==> src/rtl/fsqc_pkg.sv <==
// shared types and helper functions for the single-precision square root pipeline
`default_nettype none
package fsqc_pkg;

  // root iterations per pipeline stage and number of root stages
  localparam int IterPerStage = 2;
  localparam int RootStages   = 13;
  localparam int QW   = 26;   // raw root width, 24 bits plus guard and carry room
  localparam int RemW = 28;   // partial remainder width
  localparam int RadW = 52;   // radicand width, two bits per iteration

  localparam logic [31:0] PosZero = 32'h0000_0000;
  localparam logic [31:0] NegZero = 32'h8000_0000;
  localparam logic [31:0] PosInf  = 32'h7F80_0000;

  typedef struct packed {
    logic [31:0] operand_bits;
    logic        last_in;
  } in_t;

  typedef struct packed {
    logic [31:0] root_bits;
    logic        last_out;
  } out_t;

  // one item in flight
  typedef struct packed {
    logic            valid;
    logic            last;
    logic            special;
    logic [31:0]     spec_bits;
    logic [7:0]      re;
    logic [RadW-1:0] rad;
    logic [RemW-1:0] rem;
    logic [QW-1:0]   q;
  } pipe_t;

  // leading zeros of a 23-bit fraction
  function automatic logic [4:0] lzc23(input logic [22:0] v);
    logic [4:0] n;
    logic       found;
    n = 5'd23;
    found = 1'b0;
    for (int i = 22; i >= 0; i--) begin
      if (!found && v[i]) begin
        n = 5'(22 - i);
        found = 1'b1;
      end
    end
    return n;
  endfunction

  // one restoring root iteration: bring down two radicand bits, try a one
  function automatic pipe_t root_iter(input pipe_t p);
    pipe_t           r;
    logic [RemW-1:0] rem2;
    logic [RemW-1:0] trial;
    r = p;
    rem2  = {p.rem[RemW-3:0], p.rad[RadW-1 -: 2]};
    trial = {p.q[RemW-3:0], 2'b01};
    r.rad = {p.rad[RadW-3:0], 2'b00};
    if (rem2 >= trial) begin
      r.rem = rem2 - trial;
      r.q   = {p.q[QW-2:0], 1'b1};
    end else begin
      r.rem = rem2;
      r.q   = {p.q[QW-2:0], 1'b0};
    end
    return r;
  endfunction

endpackage
`default_nettype wire

==> src/rtl/float_sqrt_clamp_negative.sv <==
// top level of the pipelined single-precision square root
// One item enters per cycle unless in_stall is high; each passes through one
// unpack and normalize stage, 13 root stages of two restoring iterations each, and the
// output register, which also rounds. Stages hold independently, so bubbles close
// up while the output is stalled. Negative and NaN operands give +0.0, -0.0 gives -0.0,
// +inf gives +inf, subnormals are normalized; rounding is to nearest even.
`default_nettype none
module float_sqrt_clamp_negative
  import fsqc_pkg::*;
(
  input  wire logic clk,
  input  wire logic rst_n,
  input  wire logic in_valid,
  output logic      in_stall,
  input  wire in_t  in_data,
  output logic      out_valid,
  input  wire logic out_stall,
  output out_t      out_data
);

  // stage count is tied to the root width, so it comes from the package
  localparam int NumStages = RootStages;

  pipe_t p_r [NumStages+1];
  pipe_t p0_nxt;
  logic  hold [NumStages+1];
  logic  hold_out;
  out_t  out_r;
  out_t  out_nxt;
  logic  out_valid_r;

  // unpack, classify and normalize
  always_comb begin
    logic        sgn;
    logic [7:0]  ex;
    logic [22:0] man;
    logic [4:0]  lz;
    logic [24:0] m;
    logic signed [9:0] e;
    sgn = in_data.operand_bits[31];
    ex  = in_data.operand_bits[30:23];
    man = in_data.operand_bits[22:0];
    lz  = lzc23(man);
    p0_nxt = '0;
    p0_nxt.valid = in_valid;
    p0_nxt.last  = in_data.last_in;
    if (in_data.operand_bits == NegZero) begin
      p0_nxt.special = 1'b1;
      p0_nxt.spec_bits = NegZero;
    end else if (sgn || (in_data.operand_bits == PosZero) || (ex == 8'hFF && man != '0)) begin
      p0_nxt.special = 1'b1;
      p0_nxt.spec_bits = PosZero;
    end else if (ex == 8'hFF) begin
      p0_nxt.special = 1'b1;
      p0_nxt.spec_bits = PosInf;
    end
    if (ex == 8'd0) begin
      m = {2'b00, man} << (lz + 5'd1);
      e = -10'(lz) - 10'sd127;
    end else begin
      m = {2'b01, man};
      e = 10'(ex) - 10'sd127;
    end
    // odd exponent folds one bit into the mantissa
    if (e[0]) begin
      m = {m[23:0], 1'b0};
      e = e - 10'sd1;
    end
    p0_nxt.re  = 8'((e >>> 1) + 10'sd127);
    p0_nxt.rad = {2'b00, m, 25'd0};
  end

  // hold chain from the output back to the input
  assign hold_out = out_valid_r & out_stall;
  assign hold[0]  = p_r[0].valid & hold[1];
  assign in_stall = hold[0];

  always_ff @(posedge clk) begin
    if (!rst_n) begin
      p_r[0].valid <= 1'b0;
    end else if (!hold[0]) begin
      p_r[0] <= p0_nxt;
    end
  end

  // root stages
  for (genvar k = 1; k <= NumStages; k++) begin : g_stage
    logic hold_dn;
    if (k == NumStages) begin : g_end
      assign hold_dn = hold_out;
    end else begin : g_mid
      assign hold_dn = hold[k+1];
    end
    fsqc_stage #(.Iters(IterPerStage)) u_stage (
      .clk     (clk),
      .rst_n   (rst_n),
      .prev    (p_r[k-1]),
      .hold_dn (hold_dn),
      .cur_r   (p_r[k]),
      .hold_up (hold[k])
    );
  end

  // round to nearest even and pack
  always_comb begin
    pipe_t       f;
    logic [24:0] q;
    logic [24:0] qr;
    logic [7:0]  re;
    logic        inc;
    f   = p_r[NumStages];
    q   = f.q[QW-1:1];
    inc = f.q[0] & ((f.rem != '0) | q[0]);
    qr  = q + 25'(inc);
    re  = f.re;
    if (qr[24]) begin
      qr = qr >> 1;
      re = re + 8'd1;
    end
    out_nxt.last_out = f.last;
    if (f.special) begin
      out_nxt.root_bits = f.spec_bits;
    end else begin
      out_nxt.root_bits = {1'b0, re, qr[22:0]};
    end
  end

  always_ff @(posedge clk) begin
    if (!rst_n) begin
      out_valid_r <= 1'b0;
    end else if (!hold_out) begin
      out_valid_r <= p_r[NumStages].valid;
      out_r       <= out_nxt;
    end
  end

  assign out_valid = out_valid_r;
  assign out_data  = out_r;

  // only negative zero may leave with the sign bit set
  a_sign_only_negzero: assert property (@(posedge clk) disable iff (!rst_n)
    (out_valid_r && out_r.root_bits[31]) |-> (out_r.root_bits[30:0] == '0))
    else $error("negative result other than -0.0");

  // input stalls only when the first stage holds an item
  a_stall_has_item: assert property (@(posedge clk) disable iff (!rst_n)
    in_stall |-> p_r[0].valid)
    else $error("input stalled with empty first stage");

  // a held last stage keeps its item
  a_last_stage_held: assert property (@(posedge clk) disable iff (!rst_n)
    hold[NumStages] |=> (p_r[NumStages].valid && $stable(p_r[NumStages].q)))
    else $error("held root stage changed");

  // finite nonzero results carry a nonzero exponent
  a_normal_result: assert property (@(posedge clk) disable iff (!rst_n)
    (out_valid_r && out_r.root_bits[30:0] != '0) |-> (out_r.root_bits[30:23] != 8'd0))
    else $error("subnormal root produced");

endmodule
`default_nettype wire

==> src/rtl/fsqc_stage.sv <==
// one root pipeline stage: Iters restoring iterations behind a holdable register
`default_nettype none
module fsqc_stage
  import fsqc_pkg::*;
#(
  parameter int Iters = IterPerStage
) (
  input  wire logic  clk,
  input  wire logic  rst_n,
  input  wire pipe_t prev,
  input  wire logic  hold_dn,
  output pipe_t      cur_r,
  output logic       hold_up
);

  pipe_t cur_nxt;

  // iterations on the incoming item
  always_comb begin
    cur_nxt = prev;
    for (int i = 0; i < Iters; i++) begin
      cur_nxt = root_iter(cur_nxt);
    end
  end

  // stage holds only when it owns an item and downstream is blocked
  assign hold_up = cur_r.valid & hold_dn;

  always_ff @(posedge clk) begin
    if (!rst_n) begin
      cur_r.valid <= 1'b0;
    end else if (!hold_up) begin
      cur_r <= cur_nxt;
    end
  end

endmodule
`default_nettype wire

==> config.mk <==
export PLATFORM = sky130hd
export DESIGN_NAME = float_sqrt_clamp_negative
export DESIGN_NICKNAME = d
export VERILOG_FILES = /design/src/rtl/fsqc_pkg.sv /design/src/rtl/float_sqrt_clamp_negative.sv /design/src/rtl/fsqc_stage.sv
export SDC_FILE = /design/constraint.sdc
export NUM_CORES = 2
export LEC_CHECK = 0
export BUFFER_PORTS_ARGS = -buffer_cell sky130_fd_sc_hd__buf_2
export CELL_PAD_IN_SITES_DETAIL_PLACEMENT = 0
export CELL_PAD_IN_SITES_GLOBAL_PLACEMENT = 1
export CORE_ASPECT_RATIO = 0.5
export CORE_MARGIN = 5
export CORE_UTILIZATION = 35
export CTS_CLUSTER_SIZE = 25
export DETAILED_ROUTE_END_ITERATION = 7
export PLACE_DENSITY = 0.59
export SETUP_SLACK_MARGIN = 0.2
export SYNTH_ARGS = -nofsm -noshare
export SYNTH_HDL_FRONTEND = slang
export SYNTH_SLANG_ARGS = --single-unit
==> constraint.sdc <==
create_clock -name clk -period 8.6 [get_ports clk]
set_input_delay 0.43 -clock clk [delete_from_list [all_inputs] [get_ports clk]]
set_output_delay 0.43 -clock clk [all_outputs]
set_load 0.02 [all_outputs]
# Word level (Yosys, flattened, before mapping)

Index checks and enable logic that the tools add are counted.

Shifts and indexed selects: 1
$add $sub $neg: 33
Magnitude comparators: 25
Equality and inequality tests: 2
Reductions and logical operators: 67
Bitwise operators: 32
Muxes and demuxes: 79

Operators by type and width:

| kind                   | number |
|---|---|
| $mux W52               | 23 |
| $ge A28 B28 Y1         | 24 |
| $sub A26 B26 Y26       | 23 |
| $mux W5                | 23 |
| $mux W54               | 1 |
| $mux W25               | 2 |
| $mux W33               | 1 |
| $eq A32 B32 Y1 const B | 1 |
| $logic_not A32 Y1      | 1 |
| $mux W32               | 1 |
| $mux W31               | 1 |
| $reduce_and A2 Y1      | 15 |
| $mux W28               | 1 |
| $reduce_bool A28 Y1    | 1 |
| $sub A28 B28 Y28       | 1 |
| $add A25 B1 Y25        | 1 |
| $shl A23 B5 Y25        | 1 |
| $logic_and A1 B1 Y1    | 23 |
| $mux W23               | 1 |
| $reduce_bool A23 Y1    | 1 |
| $logic_not A1 Y1       | 22 |
| $mux W1                | 22 |
| $mux W9                | 2 |
| $and A1 B1 Y1          | 16 |
| 16 further kinds       | 31 |

Output and inout port bits: 35
Register bits after elaboration: 1394

# Logic depth before layout (Yosys ltp)

Word-level depth: 73
Depth in mapped cells: 31
Gate-level depth less buffers: 28

# Cells and area by module

A second synthesis with hierarchy kept.

Cell total of the unflattened synthesis: 9768
Area, all modules: 111240.4 um^2

By module, submodules not included:

| module                               | cells each | area each (um^2) | times used |
|---|---|---|---|
| fsqc_stage (g_stage[10].u_stage ...) | 688        | 8062.7           | 9 |
| fsqc_stage (g_stage[8].u_stage ...)  | 743        | 8257.9           | 2 |
| fsqc_stage (g_stage[11].u_stage)     | 719        | 8080.2           | 1 |
| fsqc_stage (g_stage[7].u_stage)      | 697        | 7896.3           | 1 |
| float_sqrt_clamp_negative            | 674        | 6183.4           | 1 |

# Worst setup path before layout

No wires, ideal clock.

Path kind: reg2reg
Start point: register g_stage[11].u_stage.cur_r[0] (netlist bit)
End point: register g_stage[12].u_stage.cur_r[31] (netlist bit), data pin
Clock period less this slack: 6.735 ns
Setup slack: 1.865 ns
Arrival time: 6.475 ns
Required time: 8.340 ns
Cell stages (with the launch flop): 31
Cell sequence: edfxtp_1 inv_1 ha_1 inv_1 fa_1 nor2b_1 o21a_1 o21ai_0 a211oi_1 o21ai_0 o21ai_0 a21oi_1 o211ai_1 clkbuf_1 mux2_2 ha_1 o21a_1 o21ai_0 a21boi_0 a2111oi_0 o21bai_1 a31oi_1 o21ai_1 a21o_1 a21o_1 nor2_1 and3_1 clkbuf_1 inv_1 clkbuf_1 mux2_2

RTL lines:

| item                   | line             | text |
|---|---|---|
| from (decl)            | fsqc_stage.sv:12 | `output pipe_t cur_r,` |
| from (signal assigned) | fsqc_stage.sv:33 | `cur_r <= cur_nxt;` |
| to (signal assigned)   | fsqc_stage.sv:33 |  |
| to (decl)              | fsqc_stage.sv:12 |  |

==> results.sh <==
export IMPL_grt_max_degree=65
export IMPL_drc=0
export IMPL_power_switching_mw=4.81
export IMPL_max_cap_violations=0
export IMPL_fin_skew_ns=0.0426
export IMPL_crit_type="register to register"
export IMPL_grt_antenna_before_repair=1
export IMPL_wire_per_inst_um=17.0
export IMPL_area_growth_pct=11.0
export IMPL_p_clk_share_pct=26.1
export IMPL_fmax_mhz=130
export IMPL_rsz0062_at_grt="no"
export IMPL_p_int_mw=9.42
export IMPL_finalInstanceArea_um2=56300
export IMPL_cp_num_buf_inv=4
export IMPL_synth_top_cell_area_share_pct=46.4
export IMPL_hp_class="input port to register"
export IMPL_setup_ws_ns=0.900
export IMPL_wirelength_um=118000
export IMPL_die_height_um=279
export IMPL_place_gp_congestion=0.863
export IMPL_initial_core_util_pct=35.4
export IMPL_syn_area_um2=50700
export IMPL_grt_ovfl_total=0
export IMPL_maxSlewHeadroom_pct=22.2
export IMPL_post_dp_cell_area_um2=53500
export IMPL_dp_slack_ns=0.855
export IMPL_first_pass_iters=7
export IMPL_power_frac_comb_pct=35.1
export IMPL_grt_util_all_layers_pct=15.3
export IMPL_viasPerCell=5.21
export IMPL_numPortBuffers=71
export IMPL_cts_buffers=80
export IMPL_syn_avg_cell_area_um2=10.3
export IMPL_core_area_um2=143000
export IMPL_dieWidth_um=548
export IMPL_drv_slew=0
export IMPL_synth_area_leaders="edfxtp_1 (46%), ha_1 (8.2%), xnor2_1 (4.8%), nor2_1 (3.5%), a21oi_1 (3.4%)"
export IMPL_period_minus_slack_ns=7.70
export IMPL_die_area_um2=153000
export IMPL_finalHoldViolations=0
export IMPL_clock_sinks=799
export IMPL_cts_root_buf="clkbuf_16"
export IMPL_finalNonFillerCells=6959
export IMPL_async_reset_ff_share_pct=0
export IMPL_synth_edff_count=784
export IMPL_ys_seq_elements=799
export IMPL_insertion_delay_ns=0.67
export IMPL_synth_nets=5289
export IMPL_vias=36300
export IMPL_leakage_nw=21.3
export IMPL_ant_nets=0
export IMPL_ys_warn_count=0
export IMPL_p_seq_share_pct=38.8
export IMPL_synth_cell_types=101
export IMPL_timing_final_crit_share_pct=89.5
export IMPL_dpl_cell_count=6807
export IMPL_setup_viol=0
export IMPL_cts_tree="done"
export IMPL_synth_main_ff_cell="edfxtp_1"
export IMPL_grt_pass1_vias=36700
export IMPL_path_clk_slew_ns=0.07
export IMPL_cts_buffer_depth=3
export IMPL_drive_gt1_share_pct=8.90
export IMPL_fin_tns_setup_ns=0
export IMPL_endpoint_kind="register"
export IMPL_cp_data_required_time_ns=9.02
export IMPL_crit_family="compound AO/OA/AOI/OAI gates"
export IMPL_status="finished clean"
export IMPL_p_per_area_nw_per_um2=253
export IMPL_cts_max_level=3
export IMPL_arrival_ns=8.12
export IMPL_crit_path_top_delay_cell="a2111oi_0"
export IMPL_io_pins=72
export IMPL_vdd_ir_drop_max_v=0.000239
export IMPL_drt_iter0_drc=2202
export IMPL_post_cts_buffers=0
export IMPL_cp_slowest_stage_delay_ns=0.85
export IMPL_critPathMaxFanout=21
export IMPL_row_count=98
export IMPL_nets=5368
export IMPL_grt_pass1_wl_um=195000
export IMPL_place_hpwl_um=91400
export IMPL_holdWs_ns=0.0619
export IMPL_yosysTopAreaCell="edfxtp_1"
export IMPL_crit_path_start_kind="register"
export IMPL_synth_cells=4914
export IMPL_synth_seq_area_share_pct=47.0
export IMPL_worst_pin_slew_ns=1.16
export IMPL_switching_share_pct=33.8
export IMPL_fin_util_pct=39.3
export IMPL_finalPower_mw=14.2
export IMPL_path_common_cell="o21ai_0"
-- timing repair --
action	4_1_cts	5_1_grt
gates resized for setup	0	0
hold buffers	4	0
endpoints found under the hold margin	6	0
-- area by class of cell --
type,instances,area [um2]
fill,13900,87100
multi-input combinational,3693,25400
timing repair buffer,126,791
inverter,293,1100
sequential,799,23800
antenna,1,2.50
clock inverter,52,674
tap,1900,2380
clock buffer,95,2100
-- cell usage in the layout (no fill, tap or decap), types with 100 or more instances in the layout --
cell,instances
a21oi_1,342
edfxtp_1,784
ha_1,331
inv_1,285
mux2_2,100
nand2_1,345
nand3_1,123
nor2_1,463
nor3_1,129
o21ai_0,246
xnor2_1,279
xor2_1,152
-- routing by layer --
metal | track usage (%) | wire length (um) | vias up | share of wire (%)
met3 | 2.04 | 2950 | 170 | 2.5
li1 | - | - | 18300 | -
met5 | 0 | 0 | - | 0
met1 | 19.4 | 54800 | 17300 | 46
met4 | 4.66 | 3480 | 0 | 2.9
met2 | 27.1 | 57100 | 467 | 48
-- power groups by stage --
stage | logic (mW) | clock network, mW | registers [mW]
after global placement | 4.92 | 0 | 5.61
final | 4.99 | 3.71 | 5.53
after global routing | 5.61 | 4.02 | 5.60
after detailed placement | 4.99 | 0 | 5.61
after CTS | 5.03 | 3.85 | 5.53
after floorplan | 3.95 | 0 | 5.45
-- Yosys cell counts, drive strengths merged (14+ instances only) --
cell type,instances
a2111oi,19
a211oi,46
a21boi,26
a21o,85
a21oi,349
a31oi,31
and2,41
and3,48
and4,18
buf,24
clkbuf,105
dfxtp,15
edfxtp,784
ha,331
inv,291
mux2,107
mux2i,83
nand2,345
nand2b,55
nand3,125
nand3b,20
nand4,48
nand4b,14
nor2,473
nor2b,88
nor3,131
nor3b,17
nor4,54
o211ai,29
o21a,78
o21ai,252
o21bai,26
o31ai,48
or2,36
or3,45
or4,26
xnor2,280
xor2,152
-- flip-flops by register name, summed over array words and instances (netlist names) --
| signal | count |
|---|---|
| g_stage.u_stage.cur_r | 727 |
| out_valid | 1 |
| p_r | 38 |
| out_data | 33 |
-- final timing paths --
check / start / end / slack [ns] / cells after the start
max reg2reg: g_stage[12].u_stage.cur_r[0] / g_stage[13].u_stage.cur_r[46] / 0.90 / 29
min: in_data[32] / p_r[2083] / 0.06 / 2
max: g_stage[12].u_stage.cur_r[0] / g_stage[13].u_stage.cur_r[46] / 0.90 / 29
min reg2reg: g_stage[1].u_stage.cur_r[93] / g_stage[2].u_stage.cur_r[97] / 0.39 / 0
-- cells by family (layout without fill, tap and decap cells) --
kind of cell	Yosys count	after routing	synth area share [%]
and+or+nand+nor	1616	1616	15.9
AOI/OAI and AO/OA	1114	1114	13.9
DFF	799	799	47.0
xor gates and xnor gates	432	432	7.46
buffers and inverters	422	566	3.20
adders and majority gates	338	338	8.44
muxes	192	192	4.15
other	1	2	0.00739
Power figures use the tool's default switching activity.
